## config.mk

```make
export PLATFORM = sky130hd
export DESIGN_NAME = cdq_ptr
export DESIGN_NICKNAME = d
export VERILOG_FILES = /design/src/hw/rtl/cdq_pkg.sv /design/src/hw/rtl/cdq_ptr.sv
export SDC_FILE = /design/constraint.sdc
export NUM_CORES = 1
export LEC_CHECK = 0
export ABC_CLOCK_PERIOD_IN_PS = 10200
export BUFFER_PORTS_ARGS = -buffer_cell sky130_fd_sc_hd__buf_4
export CORE_ASPECT_RATIO = 1.2
export CORE_MARGIN = 10
export CORE_UTILIZATION = 23
export DETAILED_ROUTE_END_ITERATION = 16
export GPL_TIMING_DRIVEN = 0
export SETUP_SLACK_MARGIN = 0.05
export SLEW_MARGIN = 20
export SYNTH_ARGS = -nofsm -noshare
export SYNTH_HDL_FRONTEND = slang
export SYNTH_SLANG_ARGS = --single-unit
```

## constraint.sdc

```tcl
create_clock -name clk -period 10.2 [get_ports clk]
set_input_delay 1.53 -clock clk [delete_from_list [all_inputs] [get_ports clk]]
set_output_delay 1.53 -clock clk [all_outputs]
set_load 0.02 [all_outputs]
```

## src/hw/rtl/cdq_pkg.sv

```systemverilog
package cdq_pkg;

    localparam int DEPTH = 1024;
    localparam int DATA_W = 32;
    localparam int ADDR_W = $clog2(DEPTH);
    localparam int CNT_W = 11;
    localparam int OPC_W = 3;

    localparam logic [CNT_W-1:0] CAP_RESET = CNT_W'(DEPTH);

    typedef enum logic [OPC_W-1:0] {
        OP_PUSH_FRONT = 3'd0,
        OP_PUSH_REAR  = 3'd1,
        OP_POP_FRONT  = 3'd2,
        OP_POP_REAR   = 3'd3,
        OP_PEEK_FRONT = 3'd4,
        OP_PEEK_REAR  = 3'd5
    } op_t;

    typedef struct packed {
        logic              we;
        logic              re;
        logic [ADDR_W-1:0] addr;
        logic [DATA_W-1:0] wdata;
    } mem_req_t;

    typedef struct packed {
        logic             ok;
        logic             rd;
        logic             is_empty;
        logic             is_full;
        logic [CNT_W-1:0] fill_count;
    } step_t;

    typedef struct packed {
        logic                     ok;
        logic signed [DATA_W-1:0] value;
        logic                     is_empty;
        logic                     is_full;
        logic [CNT_W-1:0]         fill_count;
    } rsp_t;

endpackage

```

## src/hw/rtl/cdq_ptr.sv

```systemverilog
module cdq_ptr (
    input  logic                            clk,
    input  logic                            rst_n,
    input  logic                            accept,
    input  logic [cdq_pkg::OPC_W-1:0]       opcode,
    input  logic [cdq_pkg::DATA_W-1:0]      push_value,
    input  logic                            cfg_wr_en,
    input  logic [cdq_pkg::CNT_W-1:0]       cfg_wr_data,
    output cdq_pkg::mem_req_t               mem_req,
    output cdq_pkg::step_t                  step
);
    import cdq_pkg::*;

    logic [ADDR_W-1:0] head_reg, head_next;
    logic [ADDR_W-1:0] tail_reg, tail_next;
    logic [CNT_W-1:0]  count_reg, count_next;
    logic [CNT_W-1:0]  cap_reg;
    logic [CNT_W-1:0]  eff_cap;
    logic              has_elem;
    logic              full;
    logic [ADDR_W-1:0] head_inc, head_dec, tail_inc, tail_dec;
    logic [CNT_W-1:0]  head_plus, tail_plus, cap_minus;

    always_comb
    begin
        eff_cap   = (cap_reg > CNT_W'(DEPTH)) ? CNT_W'(DEPTH) : cap_reg;
        has_elem  = (count_reg != '0);
        full      = (count_reg >= eff_cap);
        cap_minus = eff_cap - CNT_W'(1);
        head_plus = CNT_W'(head_reg) + CNT_W'(1);
        tail_plus = CNT_W'(tail_reg) + CNT_W'(1);
        head_inc  = (head_plus >= eff_cap) ? '0 : head_plus[ADDR_W-1:0];
        tail_inc  = (tail_plus >= eff_cap) ? '0 : tail_plus[ADDR_W-1:0];
        head_dec  = (head_reg == '0) ? cap_minus[ADDR_W-1:0] : head_reg - ADDR_W'(1);
        tail_dec  = (tail_reg == '0) ? cap_minus[ADDR_W-1:0] : tail_reg - ADDR_W'(1);
    end

    always_comb
    begin
        head_next     = head_reg;
        tail_next     = tail_reg;
        count_next    = count_reg;
        mem_req.we    = 1'b0;
        mem_req.re    = 1'b0;
        mem_req.addr  = head_reg;
        mem_req.wdata = push_value;
        step.ok       = 1'b0;
        step.rd       = 1'b0;
        unique case (opcode)
            OP_PUSH_FRONT:
            begin
                if (!full)
                begin
                    head_next    = head_dec;
                    count_next   = count_reg + CNT_W'(1);
                    mem_req.we   = accept;
                    mem_req.addr = head_dec;
                    step.ok      = 1'b1;
                end
            end
            OP_PUSH_REAR:
            begin
                if (!full)
                begin
                    tail_next    = tail_inc;
                    count_next   = count_reg + CNT_W'(1);
                    mem_req.we   = accept;
                    mem_req.addr = tail_reg;
                    step.ok      = 1'b1;
                end
            end
            OP_POP_FRONT:
            begin
                if (has_elem)
                begin
                    head_next    = head_inc;
                    count_next   = count_reg - CNT_W'(1);
                    mem_req.re   = accept;
                    mem_req.addr = head_reg;
                    step.ok      = 1'b1;
                    step.rd      = 1'b1;
                end
            end
            OP_POP_REAR:
            begin
                if (has_elem)
                begin
                    tail_next    = tail_dec;
                    count_next   = count_reg - CNT_W'(1);
                    mem_req.re   = accept;
                    mem_req.addr = tail_dec;
                    step.ok      = 1'b1;
                    step.rd      = 1'b1;
                end
            end
            OP_PEEK_FRONT:
            begin
                if (has_elem)
                begin
                    mem_req.re   = accept;
                    mem_req.addr = head_reg;
                    step.ok      = 1'b1;
                    step.rd      = 1'b1;
                end
            end
            OP_PEEK_REAR:
            begin
                if (has_elem)
                begin
                    mem_req.re   = accept;
                    mem_req.addr = tail_dec;
                    step.ok      = 1'b1;
                    step.rd      = 1'b1;
                end
            end
            default:
            begin
            end
        endcase
        step.is_empty   = (count_next == '0);
        step.is_full    = (count_next >= eff_cap);
        step.fill_count = count_next;
    end

    always_ff @(posedge clk or negedge rst_n)
    begin
        if (!rst_n)
        begin
            head_reg  <= '0;
            tail_reg  <= '0;
            count_reg <= '0;
            cap_reg   <= CAP_RESET;
        end
        else if (cfg_wr_en)
        begin
            head_reg  <= '0;
            tail_reg  <= '0;
            count_reg <= '0;
            cap_reg   <= cfg_wr_data;
        end
        else if (accept)
        begin
            head_reg  <= head_next;
            tail_reg  <= tail_next;
            count_reg <= count_next;
        end
    end
endmodule

```

== Word level (Yosys, flattened, before mapping) ==
Cells that the tools add are included.
Widths: inputs -> output; s select.

* Register bits: 42
* Input bits: 50
* Output and inout port bits: 59
* Logic and storage cells: 70

* Add/subtract/negate cells: 7
* $lt $le $gt $ge: 5
* Eq/ne operators: 8
* Muxes and demuxes: 31
* Reduce and logical (&&, ||, !) cells: 15

{| class="wikitable"
|+ Operators with widths
! cell !! number
|-
| $mux 10 || 13
|-
| $mux 11 || 7
|-
| $ge 11x11->1 || 4
|-
| $pmux 10 s2 || 2
|-
| $pmux 10 s4 || 1
|-
| $sub 10x1->10 const B || 3
|-
| $add 10x1->11 const B || 2
|-
| $pmux 11 s2 || 1
|-
| $logic_not 10->1 || 2
|-
| $add 11x1->11 const B || 1
|-
| $gt 11x11->1 const B || 1
|-
| $logic_not 11->1 || 1
|-
| $reduce_bool 11->1 || 1
|-
| $sub 11x1->11 const B || 1
|-
| $ne 3x3->1 const B || 3
|-
| $reduce_or 2->1 || 4
|-
| $eq 3x2->1 const B || 2
|-
| $eq 3x3->1 const B || 2
|-
| $reduce_bool 3->1 || 2
|-
| $mux 1 || 4
|-
| $pmux 1 s2 || 2
|-
| $reduce_and 4->1 || 1
|-
| $reduce_or 4->1 || 1
|-
| $eq 3x1->1 const B || 1
|-
| 4 further kinds || 4
|}

== Longest topological paths before layout ==
* Depth after elaboration: 8
* Gate-level depth with buffers: 21
* Mapped depth without buffers: 21

== Least setup slack after synthesis ==
OpenSTA, ideal clock, no wires.

* Path kind: flip-flop to output port
* Start: register cap_reg[2]
* End: output port step[11] (netlist bit)
* Data arrival time: 4915 ps
* Required time: 8670 ps
* Path slack: 3755 ps
* Stages on the path, launching flop included: 22
* Path buffers: 0
* Cell sequence: dfrtp_1 > nor4_1 > nand2_1 > or3_1 > nand2_1 > nand2_1 > ha_1 > a211o_1 > o211ai_1 > o311ai_0 > a21boi_1 > a21boi_0 > o31ai_1 > and3_1 > ha_1 > a21o_1 > a21o_1 > a21o_1 > a21o_1 > a21o_1 > a211oi_1 > o21ai_0

{| class="wikitable"
|+ RTL lines
! item !! line !! RTL
|-
| start: declaration || cdq_ptr.sv:17 || <nowiki>logic [CNT_W-1:0] cap_reg;</nowiki>
|-
| start signal: assignment || cdq_ptr.sv:139 || <nowiki>cap_reg <= cfg_wr_data;</nowiki>
|-
| end: declaration || cdq_ptr.sv:10 || <nowiki>output cdq_pkg::step_t step</nowiki>
|}

==> results.toml <==
[timing]
tns_ns = 0
final-setup-viol-count = 0
maxSlewViolCount = 0
layout_setup_ws_ns = 2.29
maxClockFrequency_mhz = 126
report.final.hold_viol_count = 0
worst_pin_slew_ns = 0.984
rsz0062_at_grt = "no"
timing.final.crit_period_ns = 7.91
fin_worst_skew_ns = 0.00401
slew_headroom_pct = 34.3
min_period_over_period_pct = 77.6

[logic_synthesis]
synthesis.instances = 677
synth_sequential_area_ratio_pct = 19.9
dominantRegCellSynth = "dfrtp_1"
synth.mux.area_fraction_pct = 5.01
synthArstFlopShare_pct = 100
synth_most_common_cell = "nor2_1"
synth.avg_cell_area_um2 = 7.82
post_synth_fa_ha_maj_area_fraction_pct = 12.5
biggest_area_contributors_in_the_synthesized_netlist = "dfrtp_1, ha_1, nor2_1, nand2_1, buf_4"
synthesis.area_um2 = 5290
synth_top_cell_by_area = "dfrtp_1"
postSynthNetCount = 779
post_synth_xor_area_fraction_pct = 5.96
synthTopCellsByCount = "nor2_1, nand2_1, ha_1"
post_synthesis_sequential_element_count = 42
ys_types = 71
synth.top_cell.area_share_pct = 19.4
synth.yosys.warnings = 0
simple_gate_share_of_the_synthesized_area_pct = 23.1
combinational_family_with_the_most_area_after_synthesis = "compound AO/OA/AOI/OAI gates"
synth_enable_flop_cells = 0
compound_gate_fraction_of_synth_area_pct = 24.3

[clock_network]
clkSlewWorstSetupHoldPaths_ns = 0.07
postCtsHoldBufs = 0
cts_max_level = 2
clk_root_buffer_cell = "clkbuf_16"
post-cts-setup-buffers = 0
cts_max_path_bufs = 2
cts_tree = "done"
cts.sink_count = 42
cts_inserted_buffers = 5
insertion_delay_ns = 0.30
cts-resized-gates = 0

[job]
timing.max_cap.violations = 0

[global_routing]
global_route.usage.total_pct = 12.9
first_global_vias = 5370
antenna_violations_before_repair = 0
overflow = 0
grt_pass1_wl_um = 29800
largest_net_degree_at_the_start_of_global_routing = 43

[critical_path]
timing.reg2reg.setup_slack_ns = 5.27
timing.setup.critical_path_class = "flip-flop to primary output"
critical_path.startpoint_type = "flip-flop"
timing.critical_path.fanout_max = 10
cp.required_ns = 8.67
kind_of_capture_point_of_the_worst_setup_path = "primary output"
cp.arrival_ns = 6.38

[place]
io_buffer_count = 76
placement.cell_area_um2 = 6220
placer_congestion = 0.959
total_half_perimeter_wirelength_after_legalization_and_detailed_placement_um = 15800
dpl_worst_slack_ns = 2.70

[route]
wl_per_cell_um = 19.1
drc = 0
drt_pre_antenna_iters = 6
dr_total_vias = 5530
antenna_left = 0
routed_wirelength_um = 19900
post_drt_via_cell_ratio = 5.32
drtIter0Drc = 423

[floorplan]
die_area_um2 = 29500
core_region_area_um2 = 22500
initial_core_util_pct = 23.5
die_height_um = 186
top_level_ports = 109
die_w_um = 158
row_count = 60

[worst_hold_path]
worstHoldPathType = "flip-flop to flip-flop"

[outcome]
run_status = "finished clean"

[cells_and_area]
antenna_diode_count = 0
final_layout_size_suffix_gt1_share_pct = 19.6
final_cell_area_um2 = 6390
syn2layout_area_growth_pct = 20.7
design.final.nets = 862

[pwr]
power.leakage_uw = 0.00295
power_density_cells_nw_per_um2 = 152
max-vdd-ir-drop_uv = 82.1
==> layout make-up <==
cell class              instances  area [µm²]
fillers                      2487       16100
plain buffers                  70         408
well taps                     279         349
multi-input cells             543        3760
clock inverters                 3        43.8
clock buffers                   5         125
repair buffers                 76         571
inverters                      22        82.6
flip-flops and latches         42        1050
==> routing by layer <==
layer	global-route usage (%)	wire, µm
met1	15.8	8190
met2	21.7	9310
met3	2.69	1700
met4	5.16	655
met5	0	0
==> stage by stage <==
| stage | power (µW) | hold slack, ns | utilization (%) | cells |
|---|---|---|---|---|
| final | 970 | 0.534 | 28.4 | 1040 |
| after global routing | 1030 | 0.566 | 28.4 | 1040 |
| after CTS | 971 | 0.536 | 28.4 | 1040 |
| after detailed placement | 775 | 0.521 | 27.6 | 1032 |
| after global placement | 770 | 0.520 | 27.6 | 1032 |
| after floorplan | 583 | 0.495 | - | 677 |
==> critical path: stages, from the launching register on <==
cell and delay (ns):
dfrtp_1 0.45, nor4_1 0.45, nand2_1 0.12, or3_1 0.40
nand2_1 0.10, nand2_1 0.20, ha_1 0.26, a211o_1 0.28
o211ai_1 0.11, o311ai_0 0.35, a21boi_1 0.89, a21boi_0 0.22
o31ai_1 0.38, and3_1 0.25, ha_1 0.24, a21o_1 0.16
a21o_1 0.17, a21o_1 0.17, a21o_1 0.18, a21o_1 0.17
a211oi_1 0.21, o21ai_0 0.14, buf_4 0.18
==> power breakdown <==
| part | internal (µW) | switching (µW) |
|---|---|---|
| combinational | 228 | 354 |
| clock | 116 | 74.7 |
| sequential | 179 | 18.1 |
| total | 523 | 447 |
==> worst paths after layout <==
check                           depth (start not counted)        from      endpoint
worst max register to register                         15  cap_reg[2]  count_reg[0]
worst max-delay path                                   22  cap_reg[2]      step[11]
worst min-delay path                                    1  cap_reg[8]    cap_reg[8]
worst min register to register                          1  cap_reg[8]    cap_reg[8]
min in group asynchronous                               1       rst_n  count_reg[2]
max in group asynchronous                               1       rst_n   head_reg[5]
==> layout by cell type (no fill, tap or decap), drive strengths merged, types with 5 or more instances in the layout <==
master   count
dfrtp       41
xor2        15
clkbuf      37
a211oi      10
mux2i       13
nand3       20
nor3        14
ha          52
xnor2       21
buf        114
nand4        5
nand2b       9
nor2        70
or3          6
o21ai       36
and3        14
a21o        12
o2bb2ai      9
o21a         7
or4          7
nor4        13
a22oi       12
inv         23
a21oi       39
mux2        12
nand2       66
o31ai        7
o211ai       6
==> cells by family (layout without fill, tap and decap cells) <==
group	after synthesis	count (layout)
buffers and inverters	92	176
muxes	25	25
DFF	42	42
adders and majority gates	53	53
and+or+nand+nor	243	243
AOI/OAI and AO/OA	186	186
xor gates and xnor gates	36	36
No activity file was read; power rests on OpenSTA's default activity.
